File: src/rtl/core/tdfp_pkg.sv
// shared types, character codes and helpers for the tagged decimal frame parser
package tdfp_pkg;

   localparam int unsigned TAG_WIDTH   = 8;
   localparam int unsigned BYTE_WIDTH  = 8;
   localparam int unsigned DIGIT_WIDTH = 4;
   localparam int unsigned NUM_DIGITS  = 4;
   localparam int unsigned COUNT_WIDTH = 14;
   localparam int unsigned CSR_ADDR_WIDTH = 3;
   localparam int unsigned CSR_DATA_WIDTH = 32;

   localparam logic [TAG_WIDTH-1:0] FRAME_TAG_RESET = 8'd108;

   // register index taken from the word address
   localparam logic REG_FRAME_TAG = 1'b0;

   // item kinds
   localparam logic OP_BYTE    = 1'b0;
   localparam logic OP_TIMEOUT = 1'b1;

   localparam logic [BYTE_WIDTH-1:0] CHAR_DOT  = 8'h2E;
   localparam logic [BYTE_WIDTH-1:0] CHAR_ZERO = 8'h30;
   localparam logic [BYTE_WIDTH-1:0] CHAR_NINE = 8'h39;
   localparam logic [BYTE_WIDTH-1:0] CHAR_P    = 8'h50;
   localparam logic [BYTE_WIDTH-1:0] CHAR_U    = 8'h55;
   localparam logic [BYTE_WIDTH-1:0] CHAR_S    = 8'h53;
   localparam logic [BYTE_WIDTH-1:0] CHAR_E    = 8'h45;

   localparam logic [COUNT_WIDTH-1:0] WEIGHT_THOUSANDS = 14'd1000;
   localparam logic [COUNT_WIDTH-1:0] WEIGHT_HUNDREDS  = 14'd100;
   localparam logic [COUNT_WIDTH-1:0] WEIGHT_TENS      = 14'd10;

   typedef enum logic [2:0] {
      PHASE_TAG    = 3'd0,
      PHASE_FIELD1 = 3'd1,
      PHASE_FIELD2 = 3'd2,
      PHASE_FIELD3 = 3'd3,
      PHASE_FIELD4 = 3'd4,
      PHASE_DOT    = 3'd5
   } phase_type;

   typedef struct packed {
      logic                   valid;
      logic [COUNT_WIDTH-1:0] count_value;
      logic                   paused;
   } result_type;

   // letter of the pause word expected at a field position
   function automatic logic [BYTE_WIDTH-1:0] pause_letter(input logic [1:0] pos);
      logic [BYTE_WIDTH-1:0] letter;
      unique case (pos)
         2'd0:    letter = CHAR_P;
         2'd1:    letter = CHAR_U;
         2'd2:    letter = CHAR_S;
         default: letter = CHAR_E;
      endcase
      return letter;
   endfunction

endpackage

File: src/rtl/core/tdfp_csr.sv
// configuration register file with the bus port
module tdfp_csr (
   input  logic                                clock,
   input  logic                                reset,
   input  logic                                csr_psel,
   input  logic                                csr_penable,
   input  logic                                csr_pwrite,
   input  logic [tdfp_pkg::CSR_ADDR_WIDTH-1:0] csr_paddr,
   input  logic [tdfp_pkg::CSR_DATA_WIDTH-1:0] csr_pwdata,
   output logic [tdfp_pkg::CSR_DATA_WIDTH-1:0] csr_prdata,
   output logic                                csr_pready,
   output logic [tdfp_pkg::TAG_WIDTH-1:0]      frame_tag
);
   import tdfp_pkg::*;

   logic [TAG_WIDTH-1:0] frame_tag_ff;
   logic [TAG_WIDTH-1:0] frame_tag_in;
   logic                 reg_index;
   logic                 write_hit;

   assign reg_index  = csr_paddr[CSR_ADDR_WIDTH-1];
   assign csr_pready = 1'b1;
   assign write_hit  = csr_psel && csr_penable && csr_pwrite && csr_pready
                       && (reg_index == REG_FRAME_TAG);

   always_comb begin
      frame_tag_in = frame_tag_ff;
      if (write_hit) begin
         frame_tag_in = csr_pwdata[TAG_WIDTH-1:0];
      end
   end

   always_ff @(posedge clock) begin
      if (reset) begin
         frame_tag_ff <= FRAME_TAG_RESET;
      end else begin
         frame_tag_ff <= frame_tag_in;
      end
   end

   always_comb begin
      csr_prdata = '0;
      if (reg_index == REG_FRAME_TAG) begin
         csr_prdata = {{(CSR_DATA_WIDTH-TAG_WIDTH){1'b0}}, frame_tag_ff};
      end
   end

   assign frame_tag = frame_tag_ff;

endmodule

File: src/rtl/core/tdfp_parser.sv
// frame state, digit store and result decode for one item per cycle while step is high
module tdfp_parser (
   input  logic                              clock,
   input  logic                              reset,
   input  logic                              step,
   input  logic                              op,
   input  logic [tdfp_pkg::BYTE_WIDTH-1:0]   rx_byte,
   input  logic [tdfp_pkg::TAG_WIDTH-1:0]    frame_tag,
   output tdfp_pkg::result_type              result
);
   import tdfp_pkg::*;

   phase_type              phase_ff, phase_in;
   logic [DIGIT_WIDTH-1:0] digit_ff [NUM_DIGITS];
   logic [DIGIT_WIDTH-1:0] digit_in [NUM_DIGITS];
   logic                   pause_ff, pause_in;
   logic                   open_ff, open_in;
   logic                   pending_ff, pending_in;

   phase_type              phase_now;
   logic [1:0]             pos;
   logic                   is_digit;
   logic [BYTE_WIDTH-1:0]  digit_byte;
   logic [COUNT_WIDTH-1:0] digit_sum;

   assign is_digit   = (rx_byte >= CHAR_ZERO) && (rx_byte <= CHAR_NINE);
   assign digit_byte = rx_byte - CHAR_ZERO;

   assign digit_sum = {{(COUNT_WIDTH-DIGIT_WIDTH){1'b0}}, digit_ff[0]} * WEIGHT_THOUSANDS
                    + {{(COUNT_WIDTH-DIGIT_WIDTH){1'b0}}, digit_ff[1]} * WEIGHT_HUNDREDS
                    + {{(COUNT_WIDTH-DIGIT_WIDTH){1'b0}}, digit_ff[2]} * WEIGHT_TENS
                    + {{(COUNT_WIDTH-DIGIT_WIDTH){1'b0}}, digit_ff[3]};

   always_comb begin
      phase_in   = phase_ff;
      digit_in   = digit_ff;
      pause_in   = pause_ff;
      open_in    = open_ff;
      pending_in = pending_ff;
      phase_now  = phase_ff;
      pos        = 2'd0;
      result     = '0;

      if (step) begin
         if (op == OP_TIMEOUT) begin
            pending_in = 1'b1;
            if (open_ff) begin
               open_in    = 1'b0;
               pending_in = 1'b0;
               phase_in   = PHASE_TAG;
            end
         end else begin
            // a timeout left over from before the tag aborts this frame first
            if (open_ff && pending_ff) begin
               open_in    = 1'b0;
               pending_in = 1'b0;
               phase_now  = PHASE_TAG;
               phase_in   = PHASE_TAG;
            end
            unique case (phase_now)
               PHASE_FIELD1, PHASE_FIELD2, PHASE_FIELD3, PHASE_FIELD4: begin
                  pos = 2'(phase_now - PHASE_FIELD1);
                  if (rx_byte == pause_letter(pos)) begin
                     pause_in = 1'b1;
                     phase_in = phase_type'(phase_now + 3'd1);
                  end else if (is_digit) begin
                     digit_in[pos] = digit_byte[DIGIT_WIDTH-1:0];
                     pause_in      = 1'b0;
                     phase_in      = phase_type'(phase_now + 3'd1);
                  end
               end
               PHASE_DOT: begin
                  if (rx_byte == CHAR_DOT) begin
                     open_in      = 1'b0;
                     pending_in   = 1'b0;
                     phase_in     = PHASE_TAG;
                     result.valid = 1'b1;
                     if (pause_ff) begin
                        result.paused = 1'b1;
                     end else begin
                        result.count_value = digit_sum;
                        for (int i = 0; i < NUM_DIGITS; i++) begin
                           digit_in[i] = '0;
                        end
                     end
                  end
               end
               default: begin
                  // waiting for the tag; stray codes land here too
                  phase_in = PHASE_TAG;
                  if (rx_byte == frame_tag) begin
                     phase_in = PHASE_FIELD1;
                     open_in  = 1'b1;
                  end
               end
            endcase
         end
      end
   end

   always_ff @(posedge clock) begin
      if (reset) begin
         phase_ff   <= PHASE_TAG;
         pause_ff   <= 1'b0;
         open_ff    <= 1'b0;
         pending_ff <= 1'b0;
         for (int i = 0; i < NUM_DIGITS; i++) begin
            digit_ff[i] <= '0;
         end
      end else begin
         phase_ff   <= phase_in;
         pause_ff   <= pause_in;
         open_ff    <= open_in;
         pending_ff <= pending_in;
         digit_ff   <= digit_in;
      end
   end

endmodule

File: src/rtl/core/tagged_decimal_frame_parser_unit.sv
// top level: input register, frame parser, result register and config port
//
//  channel | direction | tdata (low bit up)                  | tuser
//  req     | in        | rx_byte[7:0]                        | op
//  rsp     | out       | count_value[13:0], 2 zero pad bits  | paused
//  csr     | in/out    | frame_tag at byte address 0         | -
//
// an item is taken into the input register, then parsed, and any result it gives is
// written to the output register; one item per cycle throughput while results are
// taken, with the single parse step between the two registers.
// reset clears the frame state, digit store, valid flags and loads the tag 'l'.
// when the output register holds a result that is not taken, the parse step holds;
// once the input register is full as well, req_tready drops.
module tagged_decimal_frame_parser_unit (
   input  logic                                clock,
   input  logic                                reset,
   input  logic                                req_tvalid,
   output logic                                req_tready,
   input  logic [7:0]                          req_tdata,  // rx_byte
   input  logic                                req_tuser,  // op
   output logic                                rsp_tvalid,
   input  logic                                rsp_tready,
   output logic [15:0]                         rsp_tdata,  // count_value, zero pad
   output logic                                rsp_tuser,  // paused
   input  logic                                csr_psel,
   input  logic                                csr_penable,
   input  logic                                csr_pwrite,
   input  logic [tdfp_pkg::CSR_ADDR_WIDTH-1:0] csr_paddr,
   input  logic [tdfp_pkg::CSR_DATA_WIDTH-1:0] csr_pwdata,
   output logic [tdfp_pkg::CSR_DATA_WIDTH-1:0] csr_prdata,
   output logic                                csr_pready
);
   import tdfp_pkg::*;

   logic                   in_valid_ff, in_valid_in;
   logic                   in_op_ff;
   logic [BYTE_WIDTH-1:0]  in_byte_ff;
   logic                   out_valid_ff, out_valid_in;
   logic [COUNT_WIDTH-1:0] out_count_ff;
   logic                   out_paused_ff;
   logic                   advance;
   logic                   step;
   logic [TAG_WIDTH-1:0]   frame_tag;
   result_type             result;

   tdfp_csr u_csr (
      .clock       (clock),
      .reset       (reset),
      .csr_psel    (csr_psel),
      .csr_penable (csr_penable),
      .csr_pwrite  (csr_pwrite),
      .csr_paddr   (csr_paddr),
      .csr_pwdata  (csr_pwdata),
      .csr_prdata  (csr_prdata),
      .csr_pready  (csr_pready),
      .frame_tag   (frame_tag)
   );

   tdfp_parser u_parser (
      .clock     (clock),
      .reset     (reset),
      .step      (step),
      .op        (in_op_ff),
      .rx_byte   (in_byte_ff),
      .frame_tag (frame_tag),
      .result    (result)
   );

   // the output register can take a new result
   assign advance    = !out_valid_ff || rsp_tready;
   assign step       = in_valid_ff && advance;
   assign req_tready = !in_valid_ff || advance;

   always_comb begin
      in_valid_in = in_valid_ff;
      if (req_tready) begin
         in_valid_in = req_tvalid;
      end
      out_valid_in = out_valid_ff;
      if (advance) begin
         out_valid_in = step && result.valid;
      end
   end

   always_ff @(posedge clock) begin
      if (reset) begin
         in_valid_ff  <= 1'b0;
         out_valid_ff <= 1'b0;
      end else begin
         in_valid_ff  <= in_valid_in;
         out_valid_ff <= out_valid_in;
      end
   end

   always_ff @(posedge clock) begin
      if (req_tready) begin
         in_op_ff   <= req_tuser;
         in_byte_ff <= req_tdata;
      end
      if (advance) begin
         out_count_ff  <= result.count_value;
         out_paused_ff <= result.paused;
      end
   end

   assign rsp_tvalid = out_valid_ff;
   assign rsp_tdata  = {2'b00, out_count_ff};
   assign rsp_tuser  = out_paused_ff;

endmodule
File: config.mk
export PLATFORM = sky130hd
export DESIGN_NAME = tagged_decimal_frame_parser_unit
export DESIGN_NICKNAME = d
export VERILOG_FILES = /design/src/rtl/core/tdfp_pkg.sv /design/src/rtl/core/tdfp_csr.sv /design/src/rtl/core/tdfp_parser.sv /design/src/rtl/core/tagged_decimal_frame_parser_unit.sv
export SDC_FILE = /design/constraint.sdc
export NUM_CORES = 1
export LEC_CHECK = 0
export ABC_AREA = 0
export ABC_CLOCK_PERIOD_IN_PS = 7400
export CAP_MARGIN = 0
export CORE_MARGIN = 3
export CORE_UTILIZATION = 70
export DETAILED_ROUTE_END_ITERATION = 6
export DONT_BUFFER_PORTS = 1
export HOLD_SLACK_MARGIN = 0.06
export PLACE_DENSITY = 0.94
export SLEW_MARGIN = 20
export SYNTH_ARGS = -nofsm -noshare
export SYNTH_HDL_FRONTEND = slang
export SYNTH_SLANG_ARGS = --single-unit
File: constraint.sdc
create_clock -name clock -period 7.4 [get_ports clock]
set_clock_uncertainty 0.05 [all_clocks]
set_input_delay 0.37 -clock clock [delete_from_list [all_inputs] [get_ports clock]]
set_output_delay 0.37 -clock clock [all_outputs]
set_load 0.03 [all_outputs]
==> impl_metrics.sql <==
INSERT INTO impl_metrics (metric_group, metric, value, unit) VALUES
('sta', 'slew_headroom', '0.5394', ''),
('place', 'final_estimated_routing_congestion_in_global_placement', '0.8779', ''),
('sta', 'final-setup-viol-count', '0', ''),
('floorplanning', 'start_util', '0.7420', ''),
('sta', 'rsz0062_at_grt', 'no', ''),
('power', 'power.total', '0.5485', 'mW'),
('finish', 'final_area', '4521', 'sq um'),
('hold_path', 'min_delay_worst_endpoint', 'u_parser.digit_ff[15]', ''),
('floorplanning', 'die_x', '86.39', 'um'),
('clock_tree', 'deepest_clock_path_buffer_count', '2', ''),
('synth', 'postSynthCellCount', '477', ''),
('clock_tree', 'worst_setup_hold_path_clk_slew', '110', 'ps'),
('clock_tree', 'cts_post_setup_buffers_inserted', '0', ''),
('critical_path', 'start_kind', 'register', ''),
('finish', 'nNetsFinal', '602', ''),
('sta', 'fin_setup_tns', '0', 'ps'),
('job', 'reported_max_cap_violation_count', '0', ''),
('place', 'detailed_place_hpwl', '6821', 'um'),
('route', 'wl_met1', '3705', 'um'),
('global_routing', 'antenna_violations_before_repair', '0', ''),
('synth', 'yosys_warnings', '0', ''),
('power', 'powerDensity', '121.3', 'nW/um^2'),
('synth', 'netlist-cell-type-count', '64', ''),
('synth', 'async_flop_share', '0', ''),
('route', 'dr.pass1.iters', '5', ''),
('finish', 'drive_above_1_share', '0.05053', ''),
('route', 'detail_route.wl_per_cell', '16.24', 'um'),
('clock_tree', 'insertion_delay', '320', 'ps'),
('route', 'highest-signal-layer', 'met4', ''),
('clock_tree', 'cts_tree', 'built', ''),
('sta', 'drv_slew', '0', ''),
('critical_path', 'end_kind', 'register', ''),
('global_routing', 'grt_pass1_vias', '3221', ''),
('finish', 'areaGrowthSynthToFinish', '-0.05523', '%'),
('floorplanning', 'core_area', '6096', 'sq um'),
('finish', 'insertedDiodeCount', '0', ''),
('synth', 'yosys_register_bits', '56', ''),
('synth', 'dominantRegCellSynth', 'sky130_fd_sc_hd__dfxtp_1', ''),
('synth', 'synth_seq_area_share', '0.3010', ''),
('status', 'status', 'finished clean', ''),
('place', 'io_buffer_count', '0', ''),
('route', 'routed-via-count', '3261', ''),
('synth', 'syn-mean-instance-area', '9.482', 'sq um'),
('route', 'drtIter0Drc', '169', ''),
('critical_path', 'required', '7430', 'ps'),
('synth', 'synth-edff-count', '24', ''),
('global_routing', 'grt_usage', '0.2476', ''),
('global_routing', 'grt_pass1_wl', '14780', 'um'),
('hold_path', 'hold_path_startpoint', 'reset', ''),
('critical_path', 'worst_r2r_path_depth', '17', ''),
('critical_path', 'setup.worst_path.class', 'register to register', ''),
('power', 'cellLeakagePower', '2.127', 'nW'),
('clock_tree', 'total_number_of_h_tree_levels', '2', ''),
('finish', 'final.fill_count', '406', ''),
('sta', 'final_worst_path_period_share', '0.6069', ''),
('route', 'met2_length', '4558', 'um'),
('synth', 'netlist_area', '4523', 'sq um'),
('sta', 'number_of_failing_hold_endpoints_at_the_final_stage', '0', ''),
('floorplanning', 'io_pins', '103', ''),
('finish', 'finish.utilization', '0.7416', ''),
('route', 'post_drt_via_cell_ratio', '5.929', ''),
('critical_path', 'critPathMaxFanout', '7', ''),
('hold_path', 'hold_path_class', 'primary input to register', ''),
('route', 'detailroute.wirelength.met3', '479', 'um'),
('sta', 'worstMarginPinSlew', '690.2', 'ps'),
('place', 'placement.cell_area', '4397', 'sq um'),
('hold_path', 'whs_path_depth', '1', ''),
('clock_tree', 'cts.sinks', '56', ''),
('global_routing', 'largest_net_degree_at_the_start_of_global_routing', '23', ''),
('route', 'wirelength', '8930', 'um'),
('sta', 'max_clock_freq', '222.7', 'MHz'),
('sta', 'min_period', '4491', 'ps'),
('floorplanning', 'fp-row-count', '28', ''),
('clock_tree', 'cts_inserted_buffers', '5', ''),
('floorplanning', 'die_height', '86.39', 'um'),
('route', 'remaining_drc_errors', '0', ''),
('route', 'antenna_violating_nets_post_route', '0', ''),
('critical_path', 'r2r_path_end', 'out_count_ff[12]', ''),
('global_routing', 'globalRouteOverflowTotal', '0', ''),
('critical_path', 'worstReg2RegStart', 'u_parser.digit_ff[14]', ''),
('clock_tree', 'clock-root-buffer', 'sky130_fd_sc_hd__clkbuf_8', ''),
('critical_path', 'critical_path_arrival', '4520', 'ps'),
('critical_path', 'worst-r2r-setup-slack', '2910', 'ps'),
('power', 'vdd.ir_drop.worst', '0.1286', 'mV'),
('floorplanning', 'die_area', '7462', 'sq um');
state kept, by name (all words and copies together) (netlist names):
register,count
out_count_ff,14
rsp_tvalid,1
in_op_ff,1
u_parser.pending_ff,1
in_valid_ff,1
u_parser.open_ff,1
u_csr.frame_tag,8
in_byte_ff,8
u_parser.digit_ff,16
u_parser.phase_ff,3
rsp_tuser,1
u_parser.pause_ff,1
stage by stage:
step | hold slack [ps] | setup slack [ps] | cells
CTS | 60.50 | 2925 | 549
global route | 60.18 | 2601 | 550
detailed placement | 395.5 | 2927 | 539
floorplan | 374.9 | 3144 | 502
finish | 75.68 | 2909 | 550
global placement | 392.8 | 2984 | 539
worst max-delay path by stage:
| stage | startpoint | to | slack (ps) |
|---|---|---|---|
| final | u_parser.digit_ff[14] | out_count_ff[12] | 2910 |
| after global routing | u_parser.digit_ff[14] | out_count_ff[12] | 2600 |
| after CTS | u_parser.digit_ff[14] | out_count_ff[12] | 2920 |
| after detailed placement | u_parser.digit_ff[14] | out_count_ff[12] | 2930 |
| after global placement | u_parser.digit_ff[14] | out_count_ff[12] | 2980 |
| after floorplan | u_parser.digit_ff[13] | out_count_ff[12] | 3140 |
report_power, final:
| group | total, mW | switching [mW] | leakage (nW) | internal, mW |
|---|---|---|---|---|
| logic | 0.0388 | 0.0306 | 1.54 | 0.00819 |
| registers | 0.332 | 0.00752 | 0.539 | 0.325 |
| clock network | 0.177 | 0.108 | 0.0452 | 0.0693 |
| total | 0.548 | 0.146 | 2.13 | 0.402 |
cell families (layout without fill, tap and decap cells):
logic type	after synthesis	in the layout	synth area share
buf+inv	89	62	0.1118
fa+ha+maj	77	77	0.2412
other cells	2	27	0.001660
flops	56	56	0.3010
xor+xnor	24	24	0.04647
mux	3	3	0.009405
compound gates	83	83	0.1217
simple gates	143	143	0.1668
worst max-delay path, cell delays in order (launching register included):
cell	delay (ps)
sky130_fd_sc_hd__dfxtp_1	420
sky130_fd_sc_hd__fa_1	610
sky130_fd_sc_hd__inv_1	110
sky130_fd_sc_hd__fa_1	500
sky130_fd_sc_hd__inv_1	40
sky130_fd_sc_hd__ha_1	340
sky130_fd_sc_hd__nor2b_1	150
sky130_fd_sc_hd__o21ai_0	210
sky130_fd_sc_hd__nand2_1	100
sky130_fd_sc_hd__xnor2_1	130
sky130_fd_sc_hd__ha_1	280
sky130_fd_sc_hd__ha_1	300
sky130_fd_sc_hd__ha_1	260
sky130_fd_sc_hd__a2111o_1	420
sky130_fd_sc_hd__o21ai_0	70
sky130_fd_sc_hd__a21oi_1	70
sky130_fd_sc_hd__xnor2_1	150
sky130_fd_sc_hd__nor2_1	50
cells in the mapped netlist, types with 2 or more instances:
| cell | number | area share |
|---|---|---|
| sky130_fd_sc_hd__a211oi_1 | 2 | 0.0033 |
| sky130_fd_sc_hd__a21o_1 | 3 | 0.0050 |
| sky130_fd_sc_hd__a21oi_1 | 28 | 0.031 |
| sky130_fd_sc_hd__a22oi_1 | 4 | 0.0066 |
| sky130_fd_sc_hd__a32oi_1 | 6 | 0.012 |
| sky130_fd_sc_hd__and2_1 | 4 | 0.0055 |
| sky130_fd_sc_hd__and3_1 | 3 | 0.0041 |
| sky130_fd_sc_hd__buf_4 | 29 | 0.048 |
| sky130_fd_sc_hd__clkbuf_1 | 4 | 0.0033 |
| sky130_fd_sc_hd__conb_1 | 2 | 0.0017 |
| sky130_fd_sc_hd__dfxtp_1 | 32 | 0.14 |
| sky130_fd_sc_hd__edfxtp_1 | 24 | 0.16 |
| sky130_fd_sc_hd__fa_1 | 17 | 0.075 |
| sky130_fd_sc_hd__ha_1 | 60 | 0.17 |
| sky130_fd_sc_hd__inv_1 | 51 | 0.042 |
| sky130_fd_sc_hd__mux2i_1 | 2 | 0.0044 |
| sky130_fd_sc_hd__nand2_1 | 41 | 0.034 |
| sky130_fd_sc_hd__nand2b_1 | 2 | 0.0028 |
| sky130_fd_sc_hd__nand3_1 | 8 | 0.0089 |
| sky130_fd_sc_hd__nand3b_1 | 7 | 0.012 |
| sky130_fd_sc_hd__nand4bb_1 | 3 | 0.0075 |
| sky130_fd_sc_hd__nor2_1 | 34 | 0.028 |
| sky130_fd_sc_hd__nor2b_1 | 13 | 0.018 |
| sky130_fd_sc_hd__nor3_1 | 7 | 0.0077 |
| sky130_fd_sc_hd__nor3b_1 | 2 | 0.0033 |
| sky130_fd_sc_hd__nor4_1 | 2 | 0.0028 |
| sky130_fd_sc_hd__nor4b_1 | 2 | 0.0039 |
| sky130_fd_sc_hd__o21a_1 | 4 | 0.0066 |
| sky130_fd_sc_hd__o21ai_0 | 16 | 0.018 |
| sky130_fd_sc_hd__o221ai_1 | 3 | 0.0058 |
| sky130_fd_sc_hd__o31ai_1 | 4 | 0.0066 |
| sky130_fd_sc_hd__or2_2 | 3 | 0.0041 |
| sky130_fd_sc_hd__or3_2 | 2 | 0.0033 |
| sky130_fd_sc_hd__xnor2_1 | 11 | 0.021 |
| sky130_fd_sc_hd__xor2_1 | 13 | 0.025 |
cells in the final DEF (no fill, tap or decap), types with 3 or more instances in the layout:
cell type / count
sky130_fd_sc_hd__o31ai_1: 4
sky130_fd_sc_hd__o221ai_1: 3
sky130_fd_sc_hd__fa_1: 17
sky130_fd_sc_hd__o21ai_0: 16
sky130_fd_sc_hd__nor3_1: 7
sky130_fd_sc_hd__clkbuf_8: 5
sky130_fd_sc_hd__xor2_1: 13
sky130_fd_sc_hd__a22oi_1: 4
sky130_fd_sc_hd__ha_1: 60
sky130_fd_sc_hd__nand4bb_1: 3
sky130_fd_sc_hd__inv_1: 51
sky130_fd_sc_hd__and3_1: 3
sky130_fd_sc_hd__nand3_1: 8
sky130_fd_sc_hd__nor2_1: 34
sky130_fd_sc_hd__or2_2: 3
sky130_fd_sc_hd__edfxtp_1: 24
sky130_fd_sc_hd__nor2b_1: 13
sky130_fd_sc_hd__a21oi_1: 28
sky130_fd_sc_hd__a21o_1: 3
sky130_fd_sc_hd__and2_1: 4
sky130_fd_sc_hd__nand3b_1: 7
sky130_fd_sc_hd__xnor2_1: 11
sky130_fd_sc_hd__dlygate4sd3_1: 3
sky130_fd_sc_hd__a32oi_1: 6
sky130_fd_sc_hd__nand2_1: 41
sky130_fd_sc_hd__dfxtp_1: 32
sky130_fd_sc_hd__o21a_1: 4
sky130_fd_sc_hd__conb_1: 27
layout make-up:
class / instances / area (sq um) / area share
Clock buffer: 5 / 68.82 / 0.01522
Inverter: 51 / 191.4 / 0.04235
Sequential cell: 56 / 1361 / 0.3011
Tap cell: 75 / 93.84 / 0.02076
Clock inverter: 3 / 25.02 / 0.005536
Timing Repair Buffer: 3 / 30.03 / 0.006643
Multi-Input combinational cell: 357 / 2750 / 0.6084
timing repair:
action                                 in CTS  in global routing
endpoints found under the hold margin      12                 11
hold buffers                                2                  1
gates resized for setup                     0                  0
layer usage:
layer	vias up	global-route usage
li1	1572	-
met1	1544	0.2991
met2	128	0.4451
met3	17	0.03897
met4	0	0.08640
met5	-	0
(Power assumes the default switching activity.)
